## src/design/lptp_pkg.sv

```systemverilog
// shared types and constants for the length-prefixed tree parser
// no dependencies; imported by length_prefixed_tree_parser and its testbench
`default_nettype none
package lptp_pkg;

  localparam int LEN_BITS   = 32;
  localparam int INDEX_BITS = 16;
  localparam int COUNT_BITS = INDEX_BITS + 1;
  localparam int CHAIN_BITS = INDEX_BITS + 1;
  localparam int IN_DATA_BITS  = 40;
  localparam int OUT_DATA_BITS = 136;
  localparam int DEF_MAX_DEPTH = 16;
  localparam logic [15:0] SLOTS_RESET = 16'hFFFF;

  localparam logic [7:0] CH_LT   = 8'h3C;
  localparam logic [7:0] CH_GT   = 8'h3E;
  localparam logic [7:0] CH_LBRC = 8'h7B;
  localparam logic [7:0] CH_RBRC = 8'h7D;
  localparam logic [7:0] CH_LBRK = 8'h5B;
  localparam logic [7:0] CH_RBRK = 8'h5D;
  localparam logic [7:0] CH_0    = 8'h30;
  localparam logic [7:0] CH_9    = 8'h39;

  typedef enum logic [2:0] {
    PH_IDLE, PH_LEN_FIRST, PH_LEN_MORE, PH_SKIP, PH_EXPECT_GT, PH_CLOSE
  } phase_t;

  typedef enum logic [1:0] {
    MODE_DICT_KEY, MODE_DICT_VAL, MODE_ARRAY
  } mode_t;

  typedef enum logic [1:0] {
    KIND_RECORD, KIND_DONE, KIND_ERROR
  } kind_t;

  typedef enum logic [1:0] {
    ETYPE_DICT, ETYPE_ARRAY, ETYPE_RAW
  } etype_t;

  typedef enum logic {
    REQ_START, REQ_BYTE
  } req_t;

  // one container frame on the nesting stack
  typedef struct packed {
    logic [LEN_BITS-1:0]   end_pos;
    mode_t                 mode;
    logic [INDEX_BITS-1:0] owner;
    logic [CHAIN_BITS-1:0] prev_key;
    logic [CHAIN_BITS-1:0] prev_val;
  } frame_t;

endpackage
`default_nettype wire

```

## src/design/length_prefixed_tree_parser.sv

```systemverilog
// length-prefixed tree parser: one request per cycle unless stalled, one result register
// depends on lptp_pkg
`default_nettype none
// Takes a start request with the document length, then the document one byte per
// request, and emits one record per element (on its type byte), then a done
// result with the element count, or an error. For every request, the byte, the
// scalar parse state and the top stack frame (held in a cache register) feed a
// short block of logic that loads the result register, so a new request is taken
// every cycle while the result register is free or being taken. Frames below the
// top sit in a MAX_DEPTH-entry register array with one write port (push) and one
// read port (pop). No clearing pass after reset.
module length_prefixed_tree_parser
  import lptp_pkg::*;
#(
  parameter int MAX_DEPTH = DEF_MAX_DEPTH
) (
  input  wire logic                     clk,
  input  wire logic                     rst_n,
  input  wire logic                     cfg_valid,
  output logic                          cfg_ready,
  input  wire logic [15:0]              cfg_data,      // part_slots
  input  wire logic                     in_tvalid,
  output logic                          in_tready,
  input  wire logic [IN_DATA_BITS-1:0]  in_tdata,      // total_len[31:0], data_byte[39:32]
  input  wire logic                     in_tuser,      // req_type
  input  wire logic                     in_tlast,      // last_byte
  output logic                          out_tvalid,
  input  wire logic                     out_tready,
  // elem_index[15:0], elem_type[17:16], elem_len[49:18], content_offset[81:50],
  // parent_index[97:82], has_parent[98], prev_index[114:99], has_prev[115],
  // is_key[116], stored[117], elem_count[134:118], zero pad[135]
  output logic [OUT_DATA_BITS-1:0]      out_tdata,
  output logic [1:0]                    out_tuser      // result_kind
);

  localparam int IW  = (MAX_DEPTH > 1) ? $clog2(MAX_DEPTH) : 1;
  localparam int SPW = $clog2(MAX_DEPTH + 1);
  localparam logic [LEN_BITS-1:0] LEN_MASK = '1;

  // state
  logic [LEN_BITS-1:0]   pos_r, pos_nxt;
  logic [LEN_BITS-1:0]   doc_len_r, doc_len_nxt;
  logic [LEN_BITS-1:0]   accum_r, accum_nxt;
  logic [LEN_BITS-1:0]   skip_r, skip_nxt;
  phase_t                phase_r, phase_nxt;
  logic [COUNT_BITS-1:0] count_r, count_nxt;
  logic [SPW-1:0]        sp_r, sp_nxt;
  logic [CHAIN_BITS-1:0] top_prev_r, top_prev_nxt;
  frame_t                tos_r, tos_nxt;
  frame_t                stack_r [MAX_DEPTH];
  logic [15:0]           slots_r;

  logic                     out_valid_r;
  logic [OUT_DATA_BITS-1:0] out_data_r, out_data_nxt;
  logic [1:0]               out_kind_r;
  kind_t                    kind_nxt;
  logic                     res_nxt;
  logic                     push_en;
  logic [IW-1:0]            push_idx;
  logic [IW-1:0]            pop_idx;
  frame_t                   below;
  frame_t                   push_frame;

  logic in_acc;
  assign in_acc    = in_tvalid && in_tready;
  assign in_tready = !out_valid_r || out_tready;
  assign cfg_ready = 1'b1;
  assign out_tvalid = out_valid_r;
  assign out_tdata  = out_data_r;
  assign out_tuser  = out_kind_r;

  // frame exposed by a pop
  assign pop_idx = IW'(sp_r - SPW'(2));
  assign push_idx = IW'(sp_r - SPW'(1));
  assign below   = stack_r[pop_idx];

  // request decode and parse step
  always_comb begin
    logic [LEN_BITS-1:0]   din_len;
    logic [7:0]            din;
    logic                  is_digit;
    logic [3:0]            dval;
    logic [LEN_BITS+3:0]   mul10;
    logic [LEN_BITS:0]     end_sum;
    logic [LEN_BITS-1:0]   pos_inc;
    logic                  inside_c;
    logic                  key;
    logic                  err;
    logic                  done;
    logic                  rec;
    etype_t                etype;
    logic                  etype_ok;
    logic [CHAIN_BITS-1:0] prev;
    logic [INDEX_BITS-1:0] idx;
    frame_t                upd;
    frame_t                top_after;
    logic [SPW-1:0]        sp_dec;

    din_len  = in_tdata[LEN_BITS-1:0];
    din      = in_tdata[LEN_BITS+7:LEN_BITS];
    is_digit = din inside {[CH_0:CH_9]};
    dval     = 4'(din - CH_0);
    mul10    = ({4'b0, accum_r} << 3) + ({4'b0, accum_r} << 1) + (LEN_BITS+4)'(dval);
    pos_inc  = pos_r + LEN_BITS'(1);
    end_sum  = {1'b0, accum_r} + {1'b0, pos_inc};
    inside_c = sp_r != '0;
    key      = inside_c && (tos_r.mode == MODE_DICT_KEY);
    idx      = count_r[INDEX_BITS-1:0];
    prev     = !inside_c ? top_prev_r : (key ? tos_r.prev_key : tos_r.prev_val);
    etype    = ETYPE_RAW;
    etype_ok = 1'b1;
    case (din)
      CH_LBRC: etype = ETYPE_DICT;
      CH_LBRK: etype = ETYPE_ARRAY;
      CH_LT:   etype = ETYPE_RAW;
      default: etype_ok = 1'b0;
    endcase
    upd       = tos_r;
    top_after = below;
    sp_dec    = sp_r - SPW'(1);

    pos_nxt      = pos_r;
    doc_len_nxt  = doc_len_r;
    accum_nxt    = accum_r;
    skip_nxt     = skip_r;
    phase_nxt    = phase_r;
    count_nxt    = count_r;
    sp_nxt       = sp_r;
    top_prev_nxt = top_prev_r;
    tos_nxt      = tos_r;
    push_en      = 1'b0;
    err  = 1'b0;
    done = 1'b0;
    rec  = 1'b0;

    if (in_acc) begin
      if (in_tuser == REQ_START) begin
        // start request: new document
        doc_len_nxt  = din_len;
        pos_nxt      = '0;
        accum_nxt    = '0;
        skip_nxt     = '0;
        count_nxt    = '0;
        sp_nxt       = '0;
        top_prev_nxt = '0;
        if (din_len == '0) begin
          done = 1'b1;
        end else begin
          phase_nxt = PH_LEN_FIRST;
        end
      end else if (phase_r != PH_IDLE) begin
        if (pos_r == LEN_MASK) begin
          err = 1'b1;
        end else begin
          pos_nxt = pos_inc;
          case (phase_r)
            PH_LEN_FIRST: begin
              if (!is_digit) begin
                err = 1'b1;
              end else begin
                accum_nxt = LEN_BITS'(dval);
                phase_nxt = PH_LEN_MORE;
              end
            end
            PH_LEN_MORE: begin
              if (is_digit) begin
                if (|mul10[LEN_BITS+3:LEN_BITS]) begin
                  err = 1'b1;
                end else begin
                  accum_nxt = mul10[LEN_BITS-1:0];
                end
              end else if (!etype_ok || (key && etype != ETYPE_RAW) || count_r[INDEX_BITS]
                           || end_sum[LEN_BITS]
                           || (etype != ETYPE_RAW && sp_r >= SPW'(MAX_DEPTH))) begin
                err = 1'b1;
              end else begin
                // element record on its type byte
                rec       = 1'b1;
                count_nxt = count_r + COUNT_BITS'(1);
                if (!inside_c) begin
                  top_prev_nxt = {1'b1, idx};
                end else begin
                  if (key) upd.prev_key = {1'b1, idx};
                  else     upd.prev_val = {1'b1, idx};
                  if (tos_r.mode != MODE_ARRAY) begin
                    upd.mode = key ? MODE_DICT_VAL : MODE_DICT_KEY;
                  end
                  tos_nxt = upd;
                end
                if (etype == ETYPE_RAW) begin
                  skip_nxt  = accum_r;
                  phase_nxt = (accum_r != '0) ? PH_SKIP : PH_EXPECT_GT;
                end else begin
                  push_en          = inside_c;
                  tos_nxt.end_pos  = end_sum[LEN_BITS-1:0];
                  tos_nxt.mode     = (etype == ETYPE_DICT) ? MODE_DICT_KEY : MODE_ARRAY;
                  tos_nxt.owner    = idx;
                  tos_nxt.prev_key = '0;
                  tos_nxt.prev_val = '0;
                  sp_nxt           = sp_r + SPW'(1);
                  phase_nxt        = (accum_r != '0) ? PH_LEN_FIRST : PH_CLOSE;
                end
              end
            end
            PH_SKIP: begin
              skip_nxt = skip_r - LEN_BITS'(1);
              if (skip_nxt == '0) phase_nxt = PH_EXPECT_GT;
            end
            PH_EXPECT_GT: begin
              if (din != CH_GT) begin
                err = 1'b1;
              end else if (!inside_c) begin
                if (pos_inc < doc_len_r) phase_nxt = PH_LEN_FIRST;
                else done = 1'b1;
              end else if (tos_r.mode == MODE_DICT_VAL || pos_inc < tos_r.end_pos) begin
                phase_nxt = PH_LEN_FIRST;
              end else begin
                phase_nxt = PH_CLOSE;
              end
            end
            PH_CLOSE: begin
              if (!inside_c ||
                  din != ((tos_r.mode == MODE_ARRAY) ? CH_RBRK : CH_RBRC)) begin
                err = 1'b1;
              end else begin
                // pop, exposing the frame below
                sp_nxt  = sp_dec;
                tos_nxt = top_after;
                if (sp_dec == '0) begin
                  if (pos_inc < doc_len_r) phase_nxt = PH_LEN_FIRST;
                  else done = 1'b1;
                end else if (top_after.mode == MODE_DICT_VAL ||
                             pos_inc < top_after.end_pos) begin
                  phase_nxt = PH_LEN_FIRST;
                end else begin
                  phase_nxt = PH_CLOSE;
                end
              end
            end
            default: err = 1'b1;
          endcase
          // source ran out before the document did
          if (!err && !done && in_tlast) err = 1'b1;
        end
      end
    end
    if (err || done) phase_nxt = PH_IDLE;
    if (err) push_en = 1'b0;
    // frame saved on a push is the updated parent
    push_frame = upd;

    // result assembly
    res_nxt      = err || done || rec;
    kind_nxt     = err ? KIND_ERROR : (done ? KIND_DONE : KIND_RECORD);
    out_data_nxt = '0;
    if (done && !err) begin
      out_data_nxt[134:118] = count_nxt;
    end else if (rec && !err) begin
      out_data_nxt[15:0]   = idx;
      out_data_nxt[17:16]  = etype;
      out_data_nxt[49:18]  = accum_r;
      out_data_nxt[81:50]  = pos_inc;
      out_data_nxt[97:82]  = inside_c ? tos_r.owner : '0;
      out_data_nxt[98]     = inside_c;
      out_data_nxt[114:99] = prev[INDEX_BITS] ? prev[INDEX_BITS-1:0] : '0;
      out_data_nxt[115]    = prev[INDEX_BITS];
      out_data_nxt[116]    = key;
      out_data_nxt[117]    = idx < slots_r;
    end
    if (err) begin
      count_nxt    = count_r;
      sp_nxt       = sp_r;
      tos_nxt      = tos_r;
      top_prev_nxt = top_prev_r;
    end
  end

  // control state
  always_ff @(posedge clk) begin
    if (!rst_n) begin
      pos_r       <= '0;
      doc_len_r   <= '0;
      accum_r     <= '0;
      skip_r      <= '0;
      phase_r     <= PH_IDLE;
      count_r     <= '0;
      sp_r        <= '0;
      top_prev_r  <= '0;
      slots_r     <= SLOTS_RESET;
      out_valid_r <= 1'b0;
    end else begin
      pos_r      <= pos_nxt;
      doc_len_r  <= doc_len_nxt;
      accum_r    <= accum_nxt;
      skip_r     <= skip_nxt;
      phase_r    <= phase_nxt;
      count_r    <= count_nxt;
      sp_r       <= sp_nxt;
      top_prev_r <= top_prev_nxt;
      if (cfg_valid && cfg_ready) slots_r <= cfg_data;
      if (in_acc && res_nxt) out_valid_r <= 1'b1;
      else if (out_tready)   out_valid_r <= 1'b0;
    end
  end

  // payload: result register, top frame cache and stack array
  always_ff @(posedge clk) begin
    tos_r <= tos_nxt;
    if (in_acc && res_nxt) begin
      out_data_r <= out_data_nxt;
      out_kind_r <= kind_nxt;
    end
    if (push_en) stack_r[push_idx] <= push_frame;
  end

`ifndef SYNTHESIS
  a_sp_bound: assert property (@(posedge clk) disable iff (!rst_n)
    sp_r <= SPW'(MAX_DEPTH)) else $error("stack pointer beyond depth");
  a_err_idle: assert property (@(posedge clk) disable iff (!rst_n)
    (in_acc && res_nxt && kind_nxt == KIND_ERROR) |=> phase_r == PH_IDLE)
    else $error("parser not idle after error");
  a_rec_index: assert property (@(posedge clk) disable iff (!rst_n)
    (out_valid_r && out_kind_r == KIND_RECORD) |->
      count_r > COUNT_BITS'(out_data_r[15:0]))
    else $error("record index not below element count");
`endif

endmodule
`default_nettype wire

```

## config.mk

```make
export PLATFORM = sky130hd
export DESIGN_NAME = length_prefixed_tree_parser
export DESIGN_NICKNAME = d
export VERILOG_FILES = /design/src/design/lptp_pkg.sv /design/src/design/length_prefixed_tree_parser.sv
export SDC_FILE = /design/constraint.sdc
export NUM_CORES = 2
export LEC_CHECK = 0
export BUFFER_PORTS_ARGS = -buffer_cell sky130_fd_sc_hd__buf_2
export CORE_AREA = 2 2 416 418
export CTS_BUF_LIST = sky130_fd_sc_hd__clkbuf_2 sky130_fd_sc_hd__clkbuf_4 sky130_fd_sc_hd__clkbuf_8
export CTS_CLUSTER_SIZE = 12
export DETAILED_ROUTE_END_ITERATION = 6
export DIE_AREA = 0 0 418 420
export SYNTH_ARGS = -nofsm -noshare
export SYNTH_HDL_FRONTEND = slang
export SYNTH_SLANG_ARGS = --single-unit
```

## constraint.sdc

```tcl
create_clock -name clk -period 10.6 [get_ports clk]
set_clock_uncertainty 0.2 [all_clocks]
set_input_delay 1.59 -clock clk [delete_from_list [all_inputs] [get_ports clk]]
set_output_delay 1.59 -clock clk [all_outputs]
set_load 0.01 [all_outputs]
```

==> impl_metrics.tcl <==
set metrics [dict create \
    endpoint_kind "flop" \
    num_rows 152 \
    multi_input_area_um2 24300 \
    clockBufferDepth 4 \
    total_power_mw 13.8 \
    ff2ff_path_depth 20 \
    drcViolationCount 0 \
    gp_congestion 0.921 \
    seqCellArea_um2 50700 \
    fillers 14100 \
    dieWidth_um 418 \
    required_ns 11.00 \
    portBuffers 201 \
    path_max_fanout 51 \
    synth_edf_count 1565 \
    wl_um 214000 \
    grt_pass1_vias 45000 \
    synth_cell_types 101 \
    max_freq_ghz 0.128 \
    worstHoldPathType "reg2reg" \
    ir_drop_mv 0.121 \
    cpPeakStageDelay_ns 0.93 \
    die_h_um 420 \
    synthCells 4754 \
    ff2ff_setup_slack_ns 2.77 \
    rsz0062_at_grt "no" \
    grt_pass1_wl_um 311000 \
    tns_ns 0 \
    h-tree-depth 5 \
    crit_path_start "pos_r[0]" \
    clk_pin_slew_ns 0.06 \
    grtUsageTotal_pct 24.3 \
    fin_crit_sh_pct 73.8 \
    min_period_ns 7.83 \
    async_reset_ff_share_pct 0 \
    ys_seq_area_share_pct 66.4 \
    cp_top_family "simple AND/OR/NAND/NOR gates" \
    ys_ff_latch 1752 \
    fin_ws_ns 2.77 \
    cts_root_buffer "clkbuf_8" \
    cp.depth 20 \
    cts_inserted_buffers 306 \
    antenna_found_initial 8 \
    timing.final.setup_violations 0 \
    path_buf_inv 2 \
    cp_slowest_cell "and3_4" \
    cts_setup_buffers 0 \
    vias 45300 \
    critPathCapture "stack_r[3][31]" \
    critPathKind "reg2reg" \
    overflow 0 \
    synth_nets 5037 \
    hold_violations 0 \
    rr_endpoint "stack_r[3][31]" \
    area_growth_pct 12.3 \
    fp.dieArea_um2 176000 \
    startpoint_type "flop" \
    clock_latency_ns 1.03 \
    path_cells "ha_1 > nand2_1 > or2_2 > nor3_1 > nand2_1 > nor2_1 > and4_1 > xnor2_1 > inv_1 > ha_1 > nand4_1 > or3_1 > a31oi_1 > o311ai_0 > a211oi_1 > nor2b_1 > a21oi_4 > nor3b_2 > and3_4 > buf_4" \
    core_area_um2 171000 \
    cts_tree "built" \
    worst_hold_slack_ns 0.261 \
    slew_violations 0 \
    grt_max_degree 127 \
    relSlewSlack_pct 20.8 \
    nets 5395 \
    wl_per_cell_um 28.3 \
    hold_depth 2 \
    dpl.hpwl_um 133000 \
    r2r_start "pos_r[0]" \
    drtIter0Drc 4400 \
    synthFlopType "edfxtp_1" \
    via_per_inst 5.99 \
    final_util_pct 50.2 \
    place_ws_ns 2.84 \
    syn_area_um2 76400 \
    first_pass_iters 7 \
    avgSynthCellArea_um2 16.1 \
    cts.sinks 1752 \
    ctsResizeCount 0 \
    drive_gt1_share_pct 24.3 \
    leakage_nw 28.7 \
    ioPinCount 204 \
    status "finished, final reports clean" \
    antenna_left 0 \
    maxCapViolations 0 \
    tightest_slew_ns 1.18 \
    initial_utilization_pct 44.7 \
    hold_buffers 0 \
    cp.arrival_ns 8.23 \
    power.density_nw_per_um2 161 \
    yosys_warnings 0 \
]
[where the power goes]
part           switching [mW]  internal [mW]
combinational           0.280          0.194
clock                    2.70           3.14
sequential             0.0266           7.44
total                    3.00           10.8
[worst reg2reg max path: cells and delay by family (launching register included)]
family          cells  cell delay, ns
compound gates      4            1.11
xor+xnor            1            0.14
fa+ha+maj           2            0.66
buf+inv             2            0.86
flops               1            0.54
simple gates       11            3.88
[synthesized netlist by cell type (85+ instances only)]
cell type	n	area share, %
dfxtp_1	187	4.9
edfxtp_1	1565	62
clkbuf_1	174	0.85
nand3_1	85	0.56
inv_1	163	0.80
mux4_2	419	12
a21oi_1	193	1.3
ha_1	217	3.6
nor2_1	189	0.93
o21ai_0	135	0.88
nand2_1	361	1.8
and2_1	96	0.79
[per-layer routing]
metal / vias to the layer above / share of wire, % / track usage [%]
met4: 0 / 3.6 / 9.37
met1: 23500 / 43 / 33.9
met3: 355 / 7.0 / 4.29
met2: 1835 / 47 / 38.1
li1: 19500 / - / -
met5: - / 0 / 0
[worst min-delay path by stage]
stage	slack, ns	to	startpoint
final	0.26	doc_len_r[4]	doc_len_r[4]
after global routing	0.28	doc_len_r[18]	doc_len_r[18]
after CTS	0.26	doc_len_r[26]	doc_len_r[26]
after detailed placement	0.25	doc_len_r[10]	doc_len_r[10]
after global placement	0.24	top_prev_r[16]	top_prev_r[16]
after floorplan	0.23	doc_len_r[0]	doc_len_r[0]
[sequential cells by signal, summed over array words and instances (netlist names)]
| name | cells |
|---|---|
| stack_r | 1344 |
| out_tdata | 135 |
| push_frame | 48 |
| tos_r | 36 |
| accum_r | 32 |
| doc_len_r | 32 |
| pos_r | 32 |
| skip_r | 32 |
| count_r | 17 |
| top_prev_r | 17 |
| slots_r | 16 |
| sp_r | 5 |
| phase_r | 3 |
| out_tuser | 2 |
| out_tvalid | 1 |
[cells by family (layout without fill, tap and decap cells)]
group / after synthesis / count (layout) / share of synthesized area (%)
compound gates: 648 / 648 / 5.45
xor+xnor: 116 / 116 / 1.33
fa+ha+maj: 220 / 220 / 3.63
buf+inv: 413 / 982 / 2.16
flops: 1752 / 1752 / 66.4
mux: 549 / 549 / 14.1
other cells: 2 / 6 / 0.00983
simple gates: 1054 / 1054 / 6.88
[metrics by stage]
stage	cells	area, um2
floorplan	4754	76400
global placement	7037	80200
detailed placement	7037	80200
CTS	7556	85800
global route	7559	85800
finish	7560	85800
[placed cells by master, fill, tap and decap left out, types with 56 or more instances in the layout]
cell and instances:
dfxtp_1 185, buf_4 94, inv_1 162, nand2_1 356, clkinv_1 72, a21o_1 56, ha_1 216, a21oi_1 192
nand3_1 85, clkbuf_4 81, nor2_1 183, and2_1 96, o21ai_0 135, xnor2_1 63, clkbuf_8 320, mux2i_1 82
mux4_2 419, nor4_1 61, edfxtp_1 1565, buf_2 200
[area by class of cell]
type	instances	area share, %
Timing Repair Buffer	297	2.06
Inverter	166	0.727
Multi-Input combinational cell	2589	28.3
Clock buffer	401	5.84
Tap cell	2233	3.26
Antenna cell	4	0.0117
Clock inverter	118	0.703
Sequential cell	1752	59.1
Power figures use the tool's default switching activity.
